<file path="src/rtl/cfpb_pkg.sv">
`timescale 1ns / 1ps
// ----------------------------------------------------------------------------
// cfpb_pkg
// Shared constants, types and the CRC-16/MODBUS byte update for the packet
// builder.
// ----------------------------------------------------------------------------
package cfpb_pkg;

    typedef logic [7:0]  byte_t;
    typedef logic [15:0] crc_t;

    localparam int    MAX_PAYLOAD  = 247;
    localparam int    MAX_RESULTS  = 9;
    localparam int    CNT_W        = $clog2(MAX_RESULTS + 1);

    localparam crc_t  CRC_INIT     = 16'hFFFF;
    localparam crc_t  CRC_POLY     = 16'hA001;
    localparam byte_t TRAILER_HI   = 8'hDD;
    localparam byte_t TRAILER_LO   = 8'hEE;
    localparam crc_t  LEN_EXTRA    = 16'd2;

    typedef logic [CNT_W-1:0] res_cnt_t;

    // Fold one byte into a running CRC-16/MODBUS value, LSB first.
    function automatic crc_t crc16_feed(input crc_t crc_in, input byte_t data);
        crc_t c;
        c = crc_in ^ {8'h00, data};
        for (int k = 0; k < 8; k++)
        begin
            if (c[0])
                c = (c >> 1) ^ CRC_POLY;
            else
                c = c >> 1;
        end
        return c;
    endfunction

endpackage

</file>
<file path="src/rtl/crc_framed_packet_builder.sv">
`timescale 1ns / 1ps
// The first result byte of an accepted item is registered and is on m_* in the next cycle.
// Throughput: one result byte per cycle while m_tready is high, set by the single-byte
// output port; an item's results stay in the output register until all have gone, and the
// next item is taken in the cycle the last of them transfers (every cycle, while m_tready
// is high, for items with at most one result, and every cycle for items with no result).
// Reset: rst_n loads the CRC seed, clears counters and flags and empties the output register.
// ----------------------------------------------------------------------------
// crc_framed_packet_builder
// Turns a stream of payload items into framed packets: command, payload,
// length, CRC-16/MODBUS and the DD EE trailer, one byte per output transfer.
// ----------------------------------------------------------------------------
module crc_framed_packet_builder
(
    input  logic        clk,
    input  logic        rst_n,

    input  logic        s_tvalid,
    output logic        s_tready,
    input  logic [23:0] s_tdata,   // [15:0] frame_code, [23:16] data_byte
    input  logic [0:0]  s_tuser,   // [0] has_byte
    input  logic        s_tlast,   // frame_end

    output logic        m_tvalid,
    input  logic        m_tready,
    output logic [7:0]  m_tdata,   // [7:0] out_byte
    output logic [1:0]  m_tuser,   // [0] run_last, [1] overflow
    output logic        m_tlast    // frame_last
);
    import cfpb_pkg::*;

    // Frame state
    crc_t     crc_reg,           crc_next;
    byte_t    payload_count_reg, payload_count_next;
    logic     in_frame_reg,      in_frame_next;
    logic     dropped_reg,       dropped_next;

    // Result register: bytes still to send, front at index 0
    byte_t    res_reg [MAX_RESULTS];
    res_cnt_t res_cnt_reg;
    logic     res_close_reg;
    logic     res_ovf_reg;

    byte_t    burst [MAX_RESULTS];
    res_cnt_t n;
    logic     s_xfer;
    logic     m_xfer;

    byte_t    code_hi, code_lo, data_byte;
    logic     has_byte, frame_end;
    crc_t     len;

    assign code_hi   = s_tdata[15:8];
    assign code_lo   = s_tdata[7:0];
    assign data_byte = s_tdata[23:16];
    assign has_byte  = s_tuser[0];
    assign frame_end = s_tlast;

    assign m_tvalid = (res_cnt_reg != '0);
    assign m_xfer   = m_tvalid && m_tready;
    // Take a new item when nothing is pending or the last pending byte leaves this cycle
    assign s_tready = (res_cnt_reg == '0) || ((res_cnt_reg == res_cnt_t'(1)) && m_tready);
    assign s_xfer   = s_tvalid && s_tready;

    assign m_tdata  = res_reg[0];
    assign m_tlast  = res_close_reg && (res_cnt_reg == res_cnt_t'(1));
    assign m_tuser  = {res_ovf_reg, (res_cnt_reg == res_cnt_t'(1))};

    // Build the whole burst for one item
    always_comb
    begin
        crc_next           = crc_reg;
        payload_count_next = payload_count_reg;
        dropped_next       = dropped_reg;
        in_frame_next      = 1'b1;
        n                  = '0;
        len                = '0;
        for (int i = 0; i < MAX_RESULTS; i++)
            burst[i] = '0;

        if (!in_frame_reg)
        begin
            payload_count_next = '0;
            dropped_next       = 1'b0;
            crc_next           = crc16_feed(crc16_feed(CRC_INIT, code_hi), code_lo);
            burst[0]           = code_hi;
            burst[1]           = code_lo;
            n                  = res_cnt_t'(2);
        end

        if (has_byte)
        begin
            if (payload_count_next < byte_t'(MAX_PAYLOAD))
            begin
                crc_next           = crc16_feed(crc_next, data_byte);
                payload_count_next = payload_count_next + byte_t'(1);
                burst[n]           = data_byte;
                n                  = n + res_cnt_t'(1);
            end
            else
            begin
                dropped_next = 1'b1;
            end
        end

        if (frame_end)
        begin
            len      = {8'h00, payload_count_next} + LEN_EXTRA;
            crc_next = crc16_feed(crc16_feed(crc_next, len[15:8]), len[7:0]);
            burst[n]                   = len[15:8];
            burst[n + res_cnt_t'(1)]   = len[7:0];
            burst[n + res_cnt_t'(2)]   = crc_next[15:8];
            burst[n + res_cnt_t'(3)]   = crc_next[7:0];
            burst[n + res_cnt_t'(4)]   = TRAILER_HI;
            burst[n + res_cnt_t'(5)]   = TRAILER_LO;
            n                          = n + res_cnt_t'(6);
        end
    end

    // Frame state: update on each accepted item; drop back to idle values once a frame closes
    always_ff @(posedge clk or negedge rst_n)
    begin
        if (!rst_n)
        begin
            crc_reg           <= CRC_INIT;
            payload_count_reg <= '0;
            in_frame_reg      <= 1'b0;
            dropped_reg       <= 1'b0;
        end
        else if (s_xfer)
        begin
            if (frame_end)
            begin
                crc_reg           <= CRC_INIT;
                payload_count_reg <= '0;
                in_frame_reg      <= 1'b0;
                dropped_reg       <= 1'b0;
            end
            else
            begin
                crc_reg           <= crc_next;
                payload_count_reg <= payload_count_next;
                in_frame_reg      <= in_frame_next;
                dropped_reg       <= dropped_next;
            end
        end
    end

    // Result register: load a burst, or advance by one byte per transfer
    always_ff @(posedge clk or negedge rst_n)
    begin
        if (!rst_n)
        begin
            res_cnt_reg   <= '0;
            res_close_reg <= 1'b0;
            res_ovf_reg   <= 1'b0;
        end
        else if (s_xfer)
        begin
            res_cnt_reg   <= n;
            res_close_reg <= frame_end;
            res_ovf_reg   <= dropped_next;
        end
        else if (m_xfer)
        begin
            res_cnt_reg <= res_cnt_reg - res_cnt_t'(1);
        end
    end

    always_ff @(posedge clk)
    begin
        if (s_xfer)
        begin
            for (int i = 0; i < MAX_RESULTS; i++)
                res_reg[i] <= burst[i];
        end
        else if (m_xfer)
        begin
            for (int i = 0; i < MAX_RESULTS - 1; i++)
                res_reg[i] <= res_reg[i + 1];
        end
    end

    // ------------------------------------------------------------------------
    // Assertions
    // ------------------------------------------------------------------------
    a_cnt_range: assert property (@(posedge clk) disable iff (!rst_n)
        res_cnt_reg <= res_cnt_t'(MAX_RESULTS))
        else $error("result count out of range");

    a_payload_range: assert property (@(posedge clk) disable iff (!rst_n)
        payload_count_reg <= byte_t'(MAX_PAYLOAD))
        else $error("payload count beyond limit");

    a_no_overwrite: assert property (@(posedge clk) disable iff (!rst_n)
        s_xfer |-> (res_cnt_reg == '0) || (res_cnt_reg == res_cnt_t'(1) && m_xfer))
        else $error("item taken while results still pending");

    a_close_idle: assert property (@(posedge clk) disable iff (!rst_n)
        (s_xfer && frame_end) |=> !in_frame_reg && (crc_reg == CRC_INIT))
        else $error("frame state not cleared after close");

    a_trailer_last: assert property (@(posedge clk) disable iff (!rst_n)
        (m_tvalid && m_tlast) |-> m_tuser[0] && (m_tdata == TRAILER_LO))
        else $error("frame end not on final trailer byte");

endmodule
</file>
<file path="config.mk">
export PLATFORM = sky130hd
export DESIGN_NAME = crc_framed_packet_builder
export DESIGN_NICKNAME = d
export VERILOG_FILES = /design/src/rtl/cfpb_pkg.sv /design/src/rtl/crc_framed_packet_builder.sv
export SDC_FILE = /design/constraint.sdc
export NUM_CORES = 1
export LEC_CHECK = 0
export ABC_AREA = 1
export BUFFER_PORTS_ARGS = -buffer_cell sky130_fd_sc_hd__buf_2
export CELL_PAD_IN_SITES_DETAIL_PLACEMENT = 0
export CELL_PAD_IN_SITES_GLOBAL_PLACEMENT = 1
export CORE_ASPECT_RATIO = 0.5
export CORE_MARGIN = 10
export CORE_UTILIZATION = 35
export CTS_CLUSTER_DIAMETER = 50
export CTS_CLUSTER_SIZE = 40
export DETAILED_ROUTE_END_ITERATION = 7
export GPL_TIMING_DRIVEN = 0
export MAX_ROUTING_LAYER = met4
export PLACE_DENSITY = 0.75
export SYNTH_ARGS = -nofsm -noshare
export SYNTH_HDL_FRONTEND = slang
export SYNTH_SLANG_ARGS = --single-unit
</file>
<file path="constraint.sdc">
create_clock -name clk -period 9.67 [get_ports clk]
set_input_delay 0.967 -clock clk [delete_from_list [all_inputs] [get_ports clk]]
set_output_delay 0.967 -clock clk [all_outputs]
set_load 0.02 [all_outputs]
</file>
==> results.sh, run 1 <==
export IMPL_status="completed"
export IMPL_nFillCells=2219
export IMPL_grt_overflow=0
export IMPL_yosysUniqueCellTypes=51
export IMPL_io_buffer_count=42
export IMPL_drt_wl_total_mm=30.6
export IMPL_core_area_mm2=0.0207
export IMPL_clock_root_buffer="clkbuf_16"
export IMPL_postCtsSetupBuffers=0
export IMPL_max_freq_mhz=142
export IMPL_dp_hpwl_mm=23.6
export IMPL_num_vias=7759
export IMPL_grt_start_max_net_pins=33
export IMPL_clockBufferDepth=2
export IMPL_cts_htree_levels=3
export IMPL_dieArea_mm2=0.0278
export IMPL_insertion_delay_ns=0.38
export IMPL_syn_area_mm2=0.00744
export IMPL_cts_resized_gates=0
export IMPL_synthArstFlopShare_pct=34.8
export IMPL_tritoncts="done"
export IMPL_dieWidth_um=226
export IMPL_clock_sinks=92
export IMPL_drtIter0Drc=865
export IMPL_finalMaxSlewViolations=0
export IMPL_wire_per_inst_um=22.4
export IMPL_worstSetupPathType="reg -> reg"
export IMPL_cap_violations=0
export IMPL_finalCritPeriodShare_pct=72.6
export IMPL_multi_input_area_mm2=0.00415
export IMPL_worstPathArrival_ns=7.15
export IMPL_largest_register_ffs=60
export IMPL_fin_worst_skew_ns=0.0181
export IMPL_rsz0062_at_grt="false"
export IMPL_antenna_found_initial=1
export IMPL_synth_warnings=0
export IMPL_ys_seq_area_share_pct=35.2
export IMPL_use_met1_pct=32.0
export IMPL_synth_edf_count=60
export IMPL_grt_pass1_vias=7280
export IMPL_slowest_stage="clkbuf_1"
export IMPL_setup_viol=0
export IMPL_drc=0
export IMPL_track_usage_pct=22.8
export IMPL_grt_pass1_wl_mm=46.1
export IMPL_hold_buffers=0
export IMPL_io_pins=43
export IMPL_synth_area_leaders="edfxtp_1 (24%), nand2_1 (16%), dfstp_2 (5.6%), dfrtp_1 (5.4%), o21ai_0 (5.2%)"
export IMPL_fin_crit_ns=7.02
export IMPL_netlist_instances=1034
export IMPL_layout_nets=1133
export IMPL_seq_area_mm2=0.00262
export IMPL_top_usage_layer="met2"
export IMPL_tightest_slew_ns=1.09
export IMPL_crit_fanout=10
export IMPL_use_met3_pct=5.11
export IMPL_use_met2_pct=32.5
export IMPL_initial_core_util_pct=35.9
export IMPL_area_delta_synth_final_pct=12.0
export IMPL_end_kind="register"
export IMPL_die_h_um=123
export IMPL_ant_nets=0
export IMPL_dr_pass1_iters=5
export IMPL_finalHoldViolCount=0
export IMPL_slew_headroom_pct=26.6
export IMPL_viasPerCell=5.68
export IMPL_rr_worst_depth=31
export IMPL_synth_nets=1078
export IMPL_clkTransAtPathRegs_ns=0.08
export IMPL_crit_required_ns=9.80
export IMPL_hold_depth=2
export IMPL_synth_top_area_share_pct=24.2
export IMPL_layout_common_cells="nand2_1 (317), inv_1 (102), o21ai_0 (77)"
export IMPL_crit_top_cell="nand2_2"
export IMPL_hold_path_class="reg -> reg"
export IMPL_gp_congestion=0.966
export IMPL_yosys_area_top_type="edfxtp_1"
export IMPL_start_kind="register"
export IMPL_final_common_cell="nand2_1"
export IMPL_n_antenna_cell=0
export IMPL_ys_flop_type="edfxtp_1"
export IMPL_cpPeakStageDelay_ns=0.66
export IMPL_syn_area_per_cell_um2=7.20
export IMPL_drive_gt1_share_pct=12.9
export IMPL_setup_tns_ns=0
export IMPL_ys_ff_latch=92
export IMPL_rows=37
export IMPL_numCtsBuffers=9
-- kinds of logic after synthesis --
| kind of cell | share of synthesized area, % |
|---|---|
| DFF | 35.2 |
| AOI/OAI and AO/OA | 19.8 |
| buffers and inverters | 9.13 |
| adders and majority gates | 2.35 |
| and+or+nand+nor | 27.6 |
| muxes | 0.135 |
| xor gates and xnor gates | 5.72 |
-- routing by layer --
layer / up-vias / share of wire [%]
met5: - / 0
met4: 0 / 1.5
met3: 37 / 9.1
met2: 357 / 42
met1: 3764 / 48
li1: 3601 / -
-- through the flow --
stage | util [%] | cell area [um2] | setup WS [ns] | hold slack (ns) | cells
after global routing | 40.2 | 8340 | 2.28 | 0.527 | 1367
after floorplan | - | 7440 | 4.87 | 0.453 | 1034
after detailed placement | 38.8 | 8050 | 2.84 | 0.484 | 1351
after CTS | 40.2 | 8340 | 2.81 | 0.501 | 1367
after global placement | 38.5 | 7990 | 2.94 | 0.475 | 1349
final | 40.2 | 8340 | 2.65 | 0.499 | 1367
-- cells in the mapped netlist, types with 3 or more instances --
| cell type | instances |
|---|---|
| a21oi_1 | 60 |
| a22o_1 | 12 |
| a31oi_1 | 6 |
| a32o_1 | 6 |
| buf_1 | 4 |
| buf_4 | 10 |
| clkbuf_1 | 33 |
| clkinv_1 | 7 |
| dfrtp_1 | 16 |
| dfstp_2 | 16 |
| edfxtp_1 | 60 |
| ha_1 | 14 |
| inv_1 | 102 |
| inv_2 | 9 |
| nand2_1 | 317 |
| nand2_2 | 14 |
| nand3_1 | 60 |
| nand3_2 | 12 |
| nand4_1 | 4 |
| nor2_1 | 47 |
| nor3_1 | 4 |
| o2111ai_1 | 4 |
| o211ai_1 | 12 |
| o21ai_0 | 77 |
| o21ai_1 | 10 |
| o21ai_2 | 3 |
| o221ai_1 | 16 |
| o22ai_1 | 24 |
| or2_2 | 3 |
| xnor2_1 | 9 |
| xor2_1 | 34 |
| xor2_2 | 3 |
-- worst paths after layout --
kind	startpoint	endpoint	slack [ns]
setup / recovery	in_frame_reg$_DFFE_PN0P_	res_reg[0][12]$_DFFE_PP_	2.65
hold reg to reg	payload_count_reg[7]$_DFFE_PN0P_	payload_count_reg[7]$_DFFE_PN0P_	0.50
min in group asynchronous	rst_n	res_cnt_reg[3]$_DFFE_PN0P_	0.66
max in group asynchronous	rst_n	payload_count_reg[4]$_DFFE_PN0P_	8.52
hold / removal	payload_count_reg[7]$_DFFE_PN0P_	payload_count_reg[7]$_DFFE_PN0P_	0.50
setup reg to reg	in_frame_reg$_DFFE_PN0P_	res_reg[0][12]$_DFFE_PP_	2.65
-- final cells by class --
cell class	instances	area share, %
repair buffers	44	3.00
clock buffers	9	2.70
well taps	273	4.10
multi-input cells	775	49.8
clock inverters	7	0.810
flip-flops and latches	92	31.5
inverters	118	5.31
plain buffers	49	2.84
-- worst max-delay path: cells and delay by family, from the launching register on --
family | cells | cell delay, ns
buffers and inverters | 7 | 1.80
XOR/XNOR | 2 | 0.80
flip-flops | 1 | 0.59
AND/OR/NAND/NOR | 18 | 2.52
adder cells (fa/ha/maj) | 1 | 0.22
AO/OA/AOI/OAI | 3 | 0.79
Power of run 1 is left out: the tool's default activity adds up to more than one toggle a clock period on the data nets, which glitch-free logic cannot reach.
==> run 2: changes to the inputs <==
--- a/config.mk
+++ b/config.mk
@@ -17,7 +17,7 @@
 export DETAILED_ROUTE_END_ITERATION = 7
 export GPL_TIMING_DRIVEN = 0
 export MAX_ROUTING_LAYER = met4
-export PLACE_DENSITY = 0.75
+export PLACE_DENSITY = 0.77
 export SYNTH_ARGS = -nofsm -noshare
 export SYNTH_HDL_FRONTEND = slang
 export SYNTH_SLANG_ARGS = --single-unit
==> constraint.sdc (replaced) <==
create_clock -name clk -period 6.1 [get_ports clk]
set_input_delay 0.61 -clock clk [delete_from_list [all_inputs] [get_ports clk]]
set_output_delay 0.61 -clock clk [all_outputs]
set_load 0.02 [all_outputs]
==> results.sh, run 2 (synthesized netlist as in run 1, its figures left out) <==
export IMPL_status="completed"
export IMPL_rsz0062_at_grt="false"
export IMPL_grt_pass1_wl_mm=45.3
export IMPL_setup_tns_ns=0
export IMPL_final_common_cell="nand2_1"
export IMPL_drt_wl_total_mm=30.2
export IMPL_worstSetupPathType="reg -> reg"
export IMPL_io_pins=43
export IMPL_clock_sinks=92
export IMPL_finalCritPeriodShare_pct=94.7
export IMPL_regToRegStartpoint="in_frame_reg$_DFFE_PN0P_"
export IMPL_hold_path_class="in -> async"
export IMPL_io_buffer_count=42
export IMPL_fin_crit_ns=5.78
export IMPL_start_kind="register"
export IMPL_post_place_cells=1351
export IMPL_dp_hpwl_mm=23.5
export IMPL_grt_pass1_vias=7141
export IMPL_finalNonFillerCells=1366
export IMPL_tritoncts="done"
export IMPL_cap_violations=0
export IMPL_track_usage_pct=22.3
export IMPL_n_antenna_cell=0
export IMPL_crit_top_cell="nand2_2"
export IMPL_drc=0
export IMPL_hold_buffers=0
export IMPL_end_kind="register"
export IMPL_dieArea_mm2=0.0278
export IMPL_dr_pass1_iters=6
export IMPL_dieWidth_um=226
export IMPL_ant_nets=0
export IMPL_largest_register_ffs=60
export IMPL_die_h_um=123
export IMPL_worstPathArrival_ns=5.89
export IMPL_viasPerCell=5.67
export IMPL_numCtsBuffers=9
export IMPL_clkTransAtPathRegs_ns=0.07
export IMPL_drtIter0Drc=890
export IMPL_clockBufferDepth=2
export IMPL_reg2reg_slack_ns=0.32
export IMPL_area_delta_synth_final_pct=12.3
export IMPL_tightest_slew_ns=1.06
export IMPL_cts_htree_levels=3
export IMPL_slowest_stage="dfrtp_2"
export IMPL_setup_viol=0
export IMPL_finalMaxSlewViolations=0
export IMPL_place_ws_ns=-0.661
export IMPL_antenna_found_initial=0
export IMPL_max_freq_mhz=173
export IMPL_fin_worst_skew_ns=0.0122
export IMPL_crit_fanout=19
export IMPL_slew_headroom_pct=28.6
export IMPL_clock_root_buffer="clkbuf_16"
export IMPL_rr_worst_depth=29
export IMPL_layout_nets=1132
export IMPL_final_setup_worst_slack_ns=0.320
export IMPL_crit_required_ns=6.21
export IMPL_num_vias=7749
export IMPL_grt_overflow=0
export IMPL_worst_r2r_endpoint="res_reg[0][12]$_DFFE_PP_"
export IMPL_finalHoldViolCount=0
export IMPL_postCtsSetupBuffers=0
export IMPL_wire_per_inst_um=22.1
export IMPL_drive_gt1_share_pct=13.3
export IMPL_grt_start_max_net_pins=33
export IMPL_insertion_delay_ns=0.37
export IMPL_initial_core_util_pct=35.9
export IMPL_cpPeakStageDelay_ns=0.50
export IMPL_core_area_mm2=0.0207
export IMPL_hold_slack_ns=0.304
export IMPL_rows=37
export IMPL_layout_common_cells="nand2_1 (316), inv_1 (102), o21ai_0 (76)"
export IMPL_gp_congestion=0.987
-- run 2: area by class of cell --
cell class / instances / area, um2
Sequential cell: 92 / 2620
Multi-Input combinational cell: 775 / 4180
Tap cell: 273 / 342
Clock inverter: 6 / 48.8
Clock buffer: 10 / 229
Timing Repair Buffer: 44 / 258
Buffer: 48 / 236
Fill cell: 2238 / 12400
Inverter: 118 / 443
-- run 2: how the worst max path moves through the flow --
stage	end	start	slack, ns
detailed placement	res_reg[0][8]$_DFFE_PP_	in_frame_reg$_DFFE_PN0P_	-0.66
global route	res_reg[0][12]$_DFFE_PP_	in_frame_reg$_DFFE_PN0P_	0.004
CTS	res_reg[0][12]$_DFFE_PP_	in_frame_reg$_DFFE_PN0P_	0.19
global placement	res_reg[0][8]$_DFFE_PP_	in_frame_reg$_DFFE_PN0P_	-0.65
floorplan	res_reg[0][48]$_DFFE_PP_	in_frame_reg$_DFFE_PN0P_	1.30
finish	res_reg[0][12]$_DFFE_PP_	in_frame_reg$_DFFE_PN0P_	0.32
-- run 2: per-stage QoR --
| stage | utilization (%) | area [um2] |
|---|---|---|
| floorplan | - | 7440 |
| finish | 40.3 | 8360 |
| CTS | 40.2 | 8350 |
| global route | 40.3 | 8360 |
| detailed placement | 38.8 | 8050 |
| global placement | 38.5 | 7990 |
-- run 2: per-layer routing --
| layer | share of wire [%] | GRT usage [%] | up-vias |
|---|---|---|---|
| met5 | 0 | - | - |
| li1 | - | - | 3589 |
| met4 | 1.5 | 5.21 | 0 |
| met1 | 48 | 32.2 | 3769 |
| met2 | 41 | 30.9 | 359 |
| met3 | 9.1 | 4.85 | 32 |
-- run 2: critical path, delay by kind of cell (launching register included) --
family          cells  cell delay, ns
xor+xnor            2            0.67
flops               1            0.50
buf+inv             6            0.86
simple gates       17            2.36
fa+ha+maj           1            0.20
compound gates      3            0.89
-- run 2: timing repair --
action,CTS,global route
endpoints found under the hold margin,0,0
setup endpoints to repair,52,25
resized for setup,3,6
Power of run 2 is left out for the same reason.
